$ cat src/hw/rtl/wgbs_pkg.sv
`default_nettype none

package wgbs_pkg;

	// field and register widths
	localparam int TW_W    = 11;
	localparam int POS_W   = 24;
	localparam int IDX_W   = 11;
	localparam int FIELD_W = 16;
	localparam int NFIELD  = 3;

	// position fraction bits and the integer part of a shifted position
	localparam int POS_FRAC = 8;
	localparam int POS_HI_W = POS_W + 1 - POS_FRAC;

	// weight fraction bits
	localparam int WF = 16;

	localparam logic [TW_W-1:0] TW_RESET = TW_W'(100);

	localparam logic OP_QUERY = 1'b0;
	localparam logic OP_LOAD  = 1'b1;

	// field slots inside one grid entry
	localparam int F_NZ     = 0;
	localparam int F_NX     = 1;
	localparam int F_HEIGHT = 2;

	// result queue
	localparam int FIFO_DEPTH = 64;
	localparam int FIFO_AW    = 6;

	typedef logic [NFIELD-1:0][FIELD_W-1:0] sample_t;

	typedef struct packed {
		logic              valid;
		logic              is_load;
		logic [IDX_W-1:0]  idx;
		sample_t           data;
	} item_t;

endpackage

`default_nettype wire

$ cat src/hw/rtl/wgbs_fifo.sv
`default_nettype none

// Result queue: memory plus a registered head.
module wgbs_fifo (
	input  wire logic               clk,
	input  wire logic               arst_n,
	input  wire logic               wr_en,
	input  wire wgbs_pkg::sample_t  wr_data,
	input  wire logic               pop,
	output logic                    empty,
	output wgbs_pkg::sample_t       rd_data
);
	import wgbs_pkg::*;

	sample_t              mem [FIFO_DEPTH];
	logic [FIFO_AW-1:0]   wptr_q, rptr_q;
	logic [FIFO_AW:0]     cnt_q;
	logic                 head_vld_q;
	logic                 load_head;

	assign load_head = (cnt_q != '0) && (!head_vld_q || pop);
	assign empty     = !head_vld_q;

	always_ff @(posedge clk) begin
		if (wr_en) begin
			mem[wptr_q] <= wr_data;
		end
		if (load_head) begin
			rd_data <= mem[rptr_q];
		end
	end

	always_ff @(posedge clk or negedge arst_n) begin
		if (!arst_n) begin
			wptr_q     <= '0;
			rptr_q     <= '0;
			cnt_q      <= '0;
			head_vld_q <= 1'b0;
		end else begin
			if (wr_en) begin
				wptr_q <= wptr_q + 1'b1;
			end
			if (load_head) begin
				rptr_q <= rptr_q + 1'b1;
			end
			cnt_q <= cnt_q + (FIFO_AW+1)'(wr_en) - (FIFO_AW+1)'(load_head);
			if (load_head) begin
				head_vld_q <= 1'b1;
			end else if (pop) begin
				head_vld_q <= 1'b0;
			end
		end
	end

endmodule

`default_nettype wire
$ cat config.mk
export PLATFORM = sky130hd
export DESIGN_NAME = wgbs_fifo
export DESIGN_NICKNAME = d
export VERILOG_FILES = /design/src/hw/rtl/wgbs_pkg.sv /design/src/hw/rtl/wgbs_fifo.sv
export SDC_FILE = /design/constraint.sdc
export NUM_CORES = 2
export LEC_CHECK = 0
export BUFFER_PORTS_ARGS = -buffer_cell sky130_fd_sc_hd__buf_2
export CORE_MARGIN = 2
export CORE_UTILIZATION = 25
export DETAILED_ROUTE_END_ITERATION = 6
export HOLD_SLACK_MARGIN = 0.08
export PLACE_DENSITY = 0.46
export SYNTH_ARGS = -nofsm -noshare
export SYNTH_HDL_FRONTEND = slang
export SYNTH_SLANG_ARGS = --single-unit
$ cat constraint.sdc
create_clock -name clk -period 7.2 [get_ports clk]
set_clock_uncertainty 0.2 [all_clocks]
set_input_delay 1.44 -clock clk [delete_from_list [all_inputs] [get_ports clk]]
set_output_delay 1.44 -clock clk [all_outputs]
set_load 0.05 [all_outputs]
; Yosys cells after proc, flatten, opt, wreduce, memory -nomap -nowiden
; Memories as Yosys holds them, arrays and structs flattened. A register that Yosys moved wholly into a read port is not among the register bits.
; Cells that the tools add are included.
[classes]
n_addsub = 4
n_mul = 0
div = 0
n_lt_le_gt_ge = 0
eq_ne = 0
shift = 0
n_mux = 4
bitwise_logic = 0
n_reduce_logical = 5
[op_table]
columns = cell, n
row1 = "adder 6 x 1 -> 6 bit, second input constant", 2
row2 = adder 7 x 1 -> 7 bit, 1
row3 = nonzero test 7 bit, 1
row4 = subtractor 7 x 1 -> 7 bit, 1
row5 = 2-to-1 mux 1 bit, 4
row6 = nonzero test 2 bit, 1
row7 = logical AND 1 bit, 1
row8 = zero test 1 bit, 1
row9 = logical OR 1 bit, 1
[word_totals]
register_bits = 20
latch_bits = 0
mem_bits_rw = 3072
mem_bits_ro = 0
inputBits = 52
output_inout_bits = 49
elab_cells = 18
mem_count = 1
[mem_list]
columns = name, depth, width, read_ports, rd_clocked_by_memory_dff, wr, line
row1 = mem, 64, 48, 1, 1, 1, wgbs_fifo.sv:15  ; sample_t mem [FIFO_DEPTH];

; Longest topological paths before layout
[logic_depth]
depth_word = 4
mapped_depth = 16
mapped_depth_nobuf = 16

; Worst setup path after synthesis
; Ideal clock, no wire load.
[synth_path]
path_kind = input port to flip-flop
startpoint = input port pop
endpoint = register cnt_q[6]
setup_ps = 125
arrival_ps = 6030
required_ps = 6875
path_slack_ps = 845
path_stages = 13
path_buffers = 0
path_cell_list = inv_1 > a21oi_1 > ha_1 > inv_1 > ha_1 > inv_1 > fa_1 > nand2b_1 > a21oi_1 > o21ai_0 > a21oi_1 > nor2_1 > xnor2_1
[synth_via]
elab_chain_len = 3
[synth_lines]
columns = item, line
row1 = start: declaration, wgbs_fifo.sv:9  ; input wire logic pop,
row2 = logical OR 1 bit, wgbs_fifo.sv:21  ; assign load_head = (cnt_q != '0) && (!head_vld_q || pop);
row3 = logical AND 1 bit, wgbs_fifo.sv:21
row4 = named net load_head, wgbs_fifo.sv:19  ; logic load_head;
row5 = subtractor 7 x 1 -> 7 bit, wgbs_fifo.sv:46  ; cnt_q <= cnt_q + (FIFO_AW+1)'(wr_en) - (FIFO_AW+1)'(load_head);
row6 = end signal: assignment, wgbs_fifo.sv:46
row7 = end: declaration, wgbs_fifo.sv:17  ; logic [FIFO_AW:0] cnt_q;
; The timed path passes the listed nets, and every way through them passes these cells.
; A chain may end at the register's enable or synchronous reset.

==> results_dict.tcl <==
set metrics [dict create \
    seq_area_um2 94210 \
    crit_required_ns 7.64 \
    core-area_um2 479300 \
    synth_area_leaders "edfxtp_1 78%, mux4_2 9.0%, mux2i_1 5.3%, a22oi_1 1.0%, a221oi_1 0.57%" \
    rsz0062_at_grt "false" \
    yosys-top-cells-count "3120 x edfxtp_1, 640 x mux2i_1, 480 x mux4_2" \
    combPwrFrac_pct 30.0 \
    ys_seq_area_share_pct 78.22 \
    syn_nets 5730 \
    p_leak_uw 0.04404 \
    fill_cells 46868 \
    viasPerCell 4.667 \
    r2r_start "rptr_q[1]" \
    slowest_delay_ns 0.90 \
    crit_type "flip-flop to flip-flop" \
    dp_cells 12035 \
    htreeDepth 5 \
    cp_data_arrival_time_ns 5.02 \
    start_util_pct 25.13 \
    cts_sinks 3140 \
    die_w_um 698.0 \
    dieArea_um2 487200 \
    powerDensity_nw_per_um2 394.0 \
    power.switching_uw 18740 \
    status "complete, no violations" \
    slew_viol_final 0 \
    p_total_uw 55270 \
    use_met2_pct 24.35 \
    whs_ns 0.4030 \
    io_pins 101 \
    synth_seq_cells 3140 \
    post_cts_resized 0 \
    post-route-min-period_ns 4.576 \
    grt-busiest-layer "met2" \
    num_vias 59069 \
    path_cells "buf_4 > buf_4 > mux4_2 > a211oi_1 > a22o_1 > a221oi_2" \
    drive_above_1_share_pct 22.18 \
    ir_drop_mv 0.2884 \
    cts_buffer_depth 4 \
    cts_tree "built" \
    setup_viol 0 \
    wirelength_mm 367.2 \
    route.detailed.drc 0 \
    dpl.hpwl_mm 209.9 \
    pwr-share-clk_pct 30.7 \
    synth_area_um2 120400 \
    worst_pin_slew_ns 1.302 \
    grtUsageMet3_pct 2.223 \
    crit_fanout 51 \
    syn_to_final_growth_pct 16.49 \
    hold_viol 0 \
    maxCapViolations 0 \
    synth_edf_count 3120 \
    tns_ns 0 \
    intPower_uw 36530 \
    ant_nets 0 \
    yosys.area.top_type "edfxtp_1" \
    pwr-share-seq_pct 39.3 \
    insertion_delay_ns 0.92 \
    path_common_cell "buf_4" \
    cp-end-kind "flip-flop" \
    fin_crit_sh_pct 63.56 \
    hp-start "cnt_q[0]" \
    track_usage_pct 14.64 \
    synth.most_common_cell "edfxtp_1" \
    cp_slowest_cell "a211oi_1" \
    holdBufCountCts 0 \
    postSynthCellCount 5666 \
    clk_pin_slew_ns 0.06 \
    yosysWarnings 0 \
    startpoint "rptr_q[1]" \
    multiInputGateArea_um2 24800 \
    switching_share_pct 33.91 \
    place_congestion 0.7582 \
    grt_pass1_vias 59853 \
    antenna_found_initial 38 \
    port_buffers 100 \
    grt_max_degree 108 \
    clock-root-buffer "clkbuf_16" \
    grt_first_pass_wirelength_mm 503.5 \
    fmax_mhz 218.5 \
    synth_top_area_share_pct 77.81 \
    dieHeight_um 698.0 \
    drt_iter0_markers 6364 \
    stdcell_count 12658 \
    synthFlopType "edfxtp_1" \
    rows 254 \
    grt_remaining_overflow 0 \
    numCtsBuffers 339 \
    final_util_pct 29.27 \
    use_met1_pct 20.27 \
    dr.pass1.iters 5 \
    nets 6040 \
    maxSlewHeadroom_pct 12.94 \
    hp-class "flip-flop to flip-flop" \
    wl_per_cell_um 29.01 \
    synth.distinct_cells 53 \
    post_cts_buffers 0 \
    avgSynthCellArea_um2 21.25 \
    synthArstFlopShare_pct 0.6369 \
    cp-start-kind "flip-flop" \
]
## cell usage in the layout, fill, tap and decap left out, types with 74 or more instances in the layout
cell,instances
edfxtp_1,3120
mux2i_1,640
mux4_2,480
clkbuf_16,346
buf_4,190
a22oi_1,167
nand2_1,113
buf_2,84
a21oi_1,83
clkinv_1,80
a221oi_1,78
a211oi_1,74
## cells by family after synthesis
group	Yosys count	share of synthesized area, %
simple gates	303	1.104
buf+inv	351	1.646
compound gates	700	4.255
xor+xnor	15	0.1091
flops	3140	78.22
fa+ha+maj	12	0.1309
mux	1145	14.53
## state kept, by name, indices dropped and copies added, names as in the netlist
register / cells
head_vld_q: 1
mem: 3072
cnt_q: 7
wptr_q: 6
rd_data: 48
rptr_q: 6
## critical path, delay by kind of cell (launching register included)
family	cells	cell delay, ns
buffers and inverters	2	1.46
flip-flops	1	0.82
AO/OA/AOI/OAI	3	1.30
multiplexers	1	0.40
## through the flow
stage          setup slack (ns)  area [µm²]
6_report                  2.624      140300
5_1_grt                   2.480      140300
4_1_cts                   2.590      140200
3_5_place_dp              2.151      129600
3_3_place_gp              1.856      129600
2_1_floorplan            0.8452      120400
## layout make-up
type / instances / area share [%]
Sequential cell: 3140 / 67.17
Antenna cell: 9 / 0.01606
Clock inverter: 202 / 1.257
Clock buffer: 412 / 6.363
Timing Repair Buffer: 306 / 1.773
Inverter: 14 / 0.03746
Multi-Input combinational cell: 2175 / 17.68
Tap cell: 6400 / 5.709
## layer usage
metal / vias up / share of wire, %
met3: 414 / 5.8
met5: - / 0.011
li1: 24465 / -
met4: 6 / 2.1
met1: 32280 / 44
met2: 1904 / 48
## worst paths after layout
check	endpoint	slack, ns	depth (start not counted)
setup / recovery	rd_data[1]	2.62	6
min in group asynchronous	rptr_q[0]	0.43	1
max in group asynchronous	rptr_q[1]	5.65	1
setup reg to reg	rd_data[1]	2.62	6
hold / removal	head_vld_q	0.40	2
hold reg to reg	head_vld_q	0.40	2
## power by group through the flow
stage | Combinational, µW | Clock, µW | Sequential (µW)
6_report | 16600 | 17000 | 21700
5_1_grt | 17400 | 18000 | 21800
4_1_cts | 16900 | 17300 | 21700
3_5_place_dp | 16900 | 0 | 22100
3_3_place_gp | 16800 | 0 | 22100
2_1_floorplan | 9910 | 0 | 22100
(Power assumes the default switching activity.)
