### src/hw/rtl/wgbs_pkg.sv
`default_nettype none

package wgbs_pkg;

	// field and register widths
	localparam int TW_W    = 11;
	localparam int POS_W   = 24;
	localparam int IDX_W   = 11;
	localparam int FIELD_W = 16;
	localparam int NFIELD  = 3;

	// position fraction bits and the integer part of a shifted position
	localparam int POS_FRAC = 8;
	localparam int POS_HI_W = POS_W + 1 - POS_FRAC;

	// weight fraction bits
	localparam int WF = 16;

	localparam logic [TW_W-1:0] TW_RESET = TW_W'(100);

	localparam logic OP_QUERY = 1'b0;
	localparam logic OP_LOAD  = 1'b1;

	// field slots inside one grid entry
	localparam int F_NZ     = 0;
	localparam int F_NX     = 1;
	localparam int F_HEIGHT = 2;

	// result queue
	localparam int FIFO_DEPTH = 64;
	localparam int FIFO_AW    = 6;

	typedef logic [NFIELD-1:0][FIELD_W-1:0] sample_t;

	typedef struct packed {
		logic              valid;
		logic              is_load;
		logic [IDX_W-1:0]  idx;
		sample_t           data;
	} item_t;

endpackage

`default_nettype wire

### src/hw/rtl/wgbs_div.sv
`default_nettype none

// Restoring divider by a small divisor, one quotient bit per stage.
// The top TW_W bits of num must be below divisor.
module wgbs_div #(
	parameter int QB = 17
) (
	input  wire logic                             clk,
	input  wire logic [wgbs_pkg::TW_W-1:0]        divisor,
	input  wire logic [QB+wgbs_pkg::TW_W-1:0]     num,
	output logic      [QB-1:0]                    quo,
	output logic      [wgbs_pkg::TW_W-1:0]        rem
);
	import wgbs_pkg::*;

	logic [TW_W-1:0] r_s [QB];
	logic [QB-1:0]   l_s [QB];
	logic [QB-1:0]   q_s [QB];

	for (genvar k = 0; k < QB; k++) begin : g_stage
		logic [TW_W-1:0] r_in;
		logic [QB-1:0]   l_in;
		logic [QB-1:0]   q_in;
		logic [TW_W:0]   t;

		if (k == 0) begin : g_first
			assign r_in = num[QB+TW_W-1:QB];
			assign l_in = num[QB-1:0];
			assign q_in = '0;
		end else begin : g_next
			assign r_in = r_s[k-1];
			assign l_in = l_s[k-1];
			assign q_in = q_s[k-1];
		end

		assign t = {r_in, l_in[QB-1]};

		always_ff @(posedge clk) begin
			if (t >= {1'b0, divisor}) begin
				r_s[k] <= TW_W'(t - {1'b0, divisor});
				q_s[k] <= {q_in[QB-2:0], 1'b1};
			end else begin
				r_s[k] <= TW_W'(t);
				q_s[k] <= {q_in[QB-2:0], 1'b0};
			end
			l_s[k] <= {l_in[QB-2:0], 1'b0};
		end
	end

	assign quo = q_s[QB-1];
	assign rem = r_s[QB-1];

endmodule

`default_nettype wire

### src/hw/rtl/wgbs_coord.sv
`default_nettype none

// Wrap one position axis into the tile and scale it to grid units.
module wgbs_coord #(
	parameter int SIDE = 33,
	parameter int XW   = 22
) (
	input  wire logic                              clk,
	input  wire logic        [wgbs_pkg::TW_W-1:0]  tw,
	input  wire logic signed [wgbs_pkg::POS_W-1:0] pos,
	output logic             [XW-1:0]              u
);
	import wgbs_pkg::*;

	localparam int PW = POS_W + 1;
	localparam int RW = TW_W + POS_FRAC;
	localparam int NW = XW + TW_W;

	logic signed [PW-1:0]       p;
	logic signed [POS_HI_W-1:0] p_hi;
	logic [POS_HI_W-1:0]        mag_s1;
	logic                       neg_s1;
	logic [POS_FRAC-1:0]        low_s1;
	logic [POS_FRAC:0]          side_q [POS_HI_W];
	logic [POS_HI_W-1:0]        quo1;
	logic [TW_W-1:0]            rem1;
	logic [TW_W-1:0]            rem2;
	logic [TW_W-1:0]            m;
	logic [RW-1:0]              r_s2;
	logic [NW-1:0]              n_s3;
	logic [NW-1:0]              num2;
	logic                       unused_div;

	// shift by half a tile
	assign p    = $signed({pos[POS_W-1], pos}) + $signed(PW'({tw, 7'b0}));
	assign p_hi = p[PW-1:POS_FRAC];

	always_ff @(posedge clk) begin
		neg_s1 <= p_hi[POS_HI_W-1];
		mag_s1 <= p_hi[POS_HI_W-1] ? POS_HI_W'(-p_hi) : POS_HI_W'(p_hi);
		low_s1 <= p[POS_FRAC-1:0];
	end

	wgbs_div #(.QB(POS_HI_W)) u_mod (
		.clk     (clk),
		.divisor (tw),
		.num     ({TW_W'(0), mag_s1}),
		.quo     (quo1),
		.rem     (rem1)
	);

	// hold sign and fraction alongside the divider
	always_ff @(posedge clk) begin
		side_q[0] <= {neg_s1, low_s1};
		for (int i = 1; i < POS_HI_W; i++) begin
			side_q[i] <= side_q[i-1];
		end
	end

	// floor modulo: fold a negative remainder back into the tile
	always_comb begin
		m = rem1;
		if (side_q[POS_HI_W-1][POS_FRAC] && rem1 != '0) begin
			m = tw - rem1;
		end
	end

	always_ff @(posedge clk) begin
		r_s2 <= {m, side_q[POS_HI_W-1][POS_FRAC-1:0]};
		n_s3 <= NW'(r_s2) * NW'(SIDE);
	end

	assign num2 = {n_s3[NW-POS_FRAC-1:0], POS_FRAC'(0)};

	wgbs_div #(.QB(XW)) u_scale (
		.clk     (clk),
		.divisor (tw),
		.num     (num2),
		.quo     (u),
		.rem     (rem2)
	);

	// the wrap quotient and the scaling remainder carry no information
	assign unused_div = ^{quo1, rem2};

endmodule

`default_nettype wire

### config.mk
export PLATFORM = sky130hd
export DESIGN_NAME = wgbs_coord
export DESIGN_NICKNAME = d
export VERILOG_FILES = /design/src/hw/rtl/wgbs_pkg.sv /design/src/hw/rtl/wgbs_div.sv /design/src/hw/rtl/wgbs_coord.sv
export SDC_FILE = /design/constraint.sdc
export NUM_CORES = 2
export LEC_CHECK = 0
export ABC_AREA = 0
export CAP_MARGIN = 20
export CORE_ASPECT_RATIO = 1.1
export CORE_MARGIN = 2
export CORE_UTILIZATION = 57
export DETAILED_ROUTE_END_ITERATION = 8
export DONT_BUFFER_PORTS = 1
export GPL_TIMING_DRIVEN = 0
export PLACE_DENSITY_LB_ADDON = 0.08
export SLEW_MARGIN = 5
export SYNTH_ARGS = -nofsm -noshare
export SYNTH_HDL_FRONTEND = slang
export SYNTH_SLANG_ARGS = --single-unit
### constraint.sdc
create_clock -name clk -period 7.9 [get_ports clk]
set_input_delay 1.185 -clock clk [delete_from_list [all_inputs] [get_ports clk]]
set_output_delay 1.185 -clock clk [all_outputs]
set_load 0.005 [all_outputs]
# ---- Word-level counts from Yosys, hierarchy flattened
# Memory sizes are Yosys's and may differ from the RTL's.
# Cells that the tools add are included.
dict set report word_totals {
  register_bits 70
  latch_bits 0
  ram_bits 1800
  mem_bits_ro 0
  inputBits 36
  output_inout_bits 22
  word_cells 337
  n_memories 6
}
dict set report classes {
  n_addsub 42
  n_mul 1
  div 0
  order_cmp 39
  n_eq_ne 0
  n_shift 0
  muxes 180
  bitwise 61
  n_reduce_logical 2
}
# memory depth word_bits read_ports rd_clocked_by_memory_dff wr line_no
set mem_list {}
lappend mem_list {u_scale.q_s 22 22 22 0 22 wgbs_div.sv:18} ;# logic [QB-1:0] q_s [QB];
lappend mem_list {u_scale.l_s 22 21 21 0 22 wgbs_div.sv:17} ;# logic [QB-1:0] l_s [QB];
lappend mem_list {u_mod.l_s 17 16 16 0 17 wgbs_div.sv:17}
lappend mem_list {u_scale.r_s 22 11 21 0 22 wgbs_div.sv:16} ;# logic [TW_W-1:0] r_s [QB];
lappend mem_list {u_mod.r_s 17 11 17 0 17 wgbs_div.sv:16}
lappend mem_list {side_q 17 9 17 0 17 wgbs_coord.sv:24} ;# logic [POS_FRAC:0] side_q [POS_HI_W];
# op count
set ops {}
lappend ops {{$mux W22} 22}
lappend ops {{$ge A12 B11 Y1} 38}
lappend ops {{$mux W11} 40}
lappend ops {{$sub A11 B11 Y11} 39}
lappend ops {{$mux W1} 117}
lappend ops {{$or A1 B1 Y1} 61}
lappend ops {{$add A24 B19 Y25} 1}
lappend ops {{$mul A19 B6 Y25 const B} 1}
lappend ops {{$neg A17 Y17} 1}
lappend ops {{$mux W16} 1}
lappend ops {{$ge A1 B11 Y1} 1}
lappend ops {{$reduce_bool A11 Y1} 1}
lappend ops {{$sub A1 B11 Y11} 1}
lappend ops {{$logic_and A1 B1 Y1} 1}

# ---- Longest topological paths before layout
# An unclocked memory read counts as a cell.
dict set report logic_depth {
  word_depth 5
  ltp_mapped 12
  depth_no_buf 12
}

# ---- Hierarchy
# A second synthesis with hierarchy kept.
dict set report hier_totals {
  hier_cells 5401
  area_unflattened_um2 56713.1
}
# module n_inst cells_per_inst area_each_um2 seq_area_each_um2
set modules_own_cells {}
lappend modules_own_cells {{wgbs_div (u_scale)} 1 2803 28424.8 14533.9}
lappend modules_own_cells {{wgbs_div (u_mod)} 1 2030 21220.4 9529.1}
lappend modules_own_cells {wgbs_coord 1 568 7068.0 4464.3}

# ---- Worst setup path before layout
# Ideal clock, no wire load.
dict set report synth_timing {
  path_kind {input to register}
  start {input tw[2] (netlist name)}
  end {memory u_mod.r_s[24][2], in the netlist u_mod.r_s[3][2]}
  setup_ps 121
  arrival_time_ps 4134
  t_required_ps 7779
  slack_ps 3646
  stages 10
  path_buffers 0
  cell_sequence {inv_1 ha_1 nor2b_1 o21ai_1 a21boi_1 o21a_1 o211ai_1 a21oi_1 a2111oi_4 mux2_2}
}
# item line_no
set synth_rtl {}
lappend synth_rtl {{from (decl)} wgbs_coord.sv:9} ;# input wire logic [wgbs_pkg::TW_W-1:0] tw,
lappend synth_rtl {{to (decl)} wgbs_div.sv:16}

# ---- Final worst setup path
dict set report layout_timing {
  start {input tw[0] (netlist name)}
  end {register r_s2[18]}
}
dict set report layout_via {
  elab_chain_cells 2
}
# item line_no
set layout_rtl {}
lappend layout_rtl {{$sub A11 B11 Y11} wgbs_coord.sv:64} ;# m = tw - rem1;
lappend layout_rtl {{$mux W11} wgbs_coord.sv:63} ;# if (side_q[POS_HI_W-1][POS_FRAC] && rem1 != '0) begin
lappend layout_rtl {{net m[10]} wgbs_coord.sv:28} ;# logic [TW_W-1:0] m;
lappend layout_rtl {{to (signal assigned)} wgbs_coord.sv:69} ;# r_s2 <= {m, side_q[POS_HI_W-1][POS_FRAC-1:0]};
lappend layout_rtl {{to (decl)} wgbs_coord.sv:29} ;# logic [RW-1:0] r_s2;
# The timed path passes the listed nets, and every way through them passes these cells.
# A chain may end at the register's enable or synchronous reset.

==> reports/qor.yml <==
p_per_area_mw_per_mm2: 444
cellLeakagePower_nw: 23.2
port_buffers: 0
numCtsBuffers: 107
layout_setup_ws_ns: 3.79
synth_most_common_cell: "dfxtp_1"
synth_edf_count: 0
ys_ff_latch: 1121
row_count: 110
slowest_stage: "inv_1"
grt_antenna_before_repair: 1
yosys.area.top_type: "dfxtp_1"
p_int_mw: 15.4
ys_types: 65
nNetsFinal: 5162
slew_headroom_pct: 41.8
avgViaCountPerCell: 5.48
routed_wl_um: 87300
holdPathEnd: "u_mod.l_s[0][62]"
drtAntennaViolNets: 0
die_area_sq_mm: 0.0853
switchingPower_mw: 7.90
drv_cap: 0
cp-start-kind: "primary input"
power_frac_comb_pct: 40.8
firstDrtPassIters: 6
final_max_slew_viol_count: 0
die_w_um: 279
worst_ep_required_time_ns: 8.48
hold_violations: 0
total_power_mw: 23.3
final_area_sq_mm: 0.0524
synth_commonest_cells: "dfxtp_1, ha_1, inv_1"
critPathMostFrequentCell: "o21ai_0"
post_cts_buffers: 0
dp_slack_ns: 3.12
drt_iter0_drc: 1629
skew_ns: 0.0344
worst_pin_slew_ns: 0.873
io_pins: 58
cts_resized: 0
crit_type: "in2reg"
seqPwrFrac_pct: 36.8
synthArstFlopShare_pct: 0
reg2reg_to: "n_s3[22]"
drive_gt1_share_pct: 10.4
final-setup-viol-count: 0
finalSetupTns_ns: 0
ff2ff_path_depth: 11
cp_cell_sequence: "clkbuf_1 > inv_1 > ha_1 > fa_1 > nor2b_1 > o21ai_0 > a21boi_0 > o21ai_0 > a21bo_2 > a21oi_1 > mux2_2 > o211ai_1"
rrSetupSlack_ns: 4.53
overflow: 0
switching_share_pct: 33.9
routedWlPerCell_um: 15.2
cp_max_fo: 44
coreArea_sq_mm: 0.0820
place.gp.congestion: 0.847
ys_top_cells_by_area: "dfxtp_1, ha_1, mux2_2"
synth_nets: 5048
outcome: "complete, no violations"
fin_crit_ns: 4.11
ir_drop_uv: 293
slowest_delay_ns: 0.54
cts_buffer_depth: 3
cts_root_buffer: "clkbuf_16"
dr_total_vias: 31555
initial_utilization_pct: 57.6
grt_pass1_vias: 30707
fin_crit_sh_pct: 52.0
cp_top_family: "compound AO/OA/AOI/OAI gates"
nFillCells: 6656
clock_sinks: 1121
postPlaceCellArea_sq_mm: 0.0487
hp-start: "u_mod.l_s[0][45]"
diodes: 0
htreeDepth: 3
fmax_mhz: 243
grt_pass1_wl_um: 146000
cts_tree: "built"
hp-class: "reg2reg"
clockPowerShare_pct: 22.3
critPathArrivalTime_ns: 4.69
postSynthCellCount: 4489
ys_warn_count: 0
cts.clk_slew.worst_paths_ns: 0.06
yosysTopAreaCellShare_pct: 47.5
syn_to_final_growth_pct: 10.9
ctsHoldBuffers: 0
worstReg2RegStart: "r_s2[8]"
clk_latency_ns: 0.69
worst-path-buf-inv: 2
whs_ns: 0.305
dp_hpwl_um: 60100
holdPathStages: 0
syn-cell-area_sq_mm: 0.0473
cp-end-kind: "flip-flop"
rsz0062_at_grt: "no"
die_y_um: 306
avgSynthCellArea_sq_um: 10.5
track_usage_pct: 20.6
drc: 0
synth.yosys.seq_area_share_pct: 47.5
yosys_most_used_dff: "dfxtp_1"
grt_max_degree: 45
[state kept, by name (all words and copies together), names as in the netlist]
name and flops:
low_s1 8, mag_s1 17, n_s3 25, neg_s1 1, r_s2 19, side_q 153, u_mod.l_s 136, u_mod.r_s 187
u_scale.l_s 91, u_scale.q_s 253, u_scale.r_s 231
[cell families (layout without fill, tap and decap cells)]
kind of cell	count (synthesis)	count (layout)	share of synthesized area [%]
multiplexers	349	349	8.06
AND/OR/NAND/NOR	1134	1134	11.8
AO/OA/AOI/OAI	829	829	11.7
other	1	1	0.00793
XOR/XNOR	213	213	3.95
adder cells (fa/ha/maj)	523	523	14.5
flip-flops	1121	1121	47.5
buffers and inverters	319	519	2.58
[cell usage in the layout (no fill, tap or decap), types with 16 or more instances in the layout]
master     netlist  final
o211ai_1        21     21
nor2_1         269    269
clkbuf_16        0    107
mux2_2         253    253
nand4_1         53     53
nand2_1        268    268
a21o_1          58     58
a311o_1         20     20
clkinv_2         0     24
or4_1           17     17
clkbuf_1         6     26
o311ai_0        32     32
dfxtp_1       1121   1121
nand3_1        113    113
a211oi_1        29     29
and3_1          32     32
nor4_1          53     53
o21a_1          57     57
a21oi_1        169    169
mux2i_1         96     96
a21boi_0        75     75
o31ai_1         16     16
ha_1           483    483
nor3_1         111    111
xnor2_1        131    131
o2111a_1        25     25
o2111ai_1       22     22
and2_1          43     43
inv_1          294    284
fa_1            40     40
nor2b_1         90     90
xor2_1          82     82
buf_2           19     19
nand2b_1        38     38
o21ai_0        233    233
[stage by stage]
| step | instances | util (%) |
|---|---|---|
| after detailed placement | 5558 | 59.4 |
| final | 5753 | 63.9 |
| after global placement | 5553 | 59.3 |
| after CTS | 5753 | 63.9 |
| after floorplan | 4489 | - |
| after global routing | 5753 | 63.9 |
[layout make-up]
cell class,count,area (sq um),area share (%)
clock buffer,139,2920,5.57
multi-input combinational,3049,23600,45.0
buffer,25,118,0.224
timing repair buffer,5,100,0.191
inverter,294,1120,2.13
sequential,1121,22400,42.8
tap,1064,1330,2.54
clock inverter,56,785,1.50
[per-layer routing]
layer	GRT usage [%]	wire length, um	vias up
met5	0	0	-
met4	6.99	2600	0
met3	3.43	3540	162
met2	35.2	40300	528
met1	26.5	40800	14611
li1	-	-	16254
[power groups by stage]
stage	combinational [mW]	clock [mW]	sequential, mW
2_1_floorplan	7.80	0	8.35
3_3_place_gp	9.26	0	8.67
3_5_place_dp	9.39	0	8.69
4_1_cts	9.50	5.36	8.60
5_1_grt	10.8	5.60	8.77
6_report	9.49	5.20	8.57
[worst max-delay path by stage]
stage,depth (start not counted),start,slack (ns),to
after global routing,12,tw[0],3.63,r_s2[18]
final,12,tw[0],3.79,r_s2[18]
after global placement,10,tw[2],2.20,u_mod.r_s[3][4]
after CTS,12,tw[0],3.83,r_s2[18]
after floorplan,10,tw[2],3.65,u_mod.r_s[3][2]
after detailed placement,12,tw[0],3.12,r_s2[18]
Power figures use the tool's default switching activity.
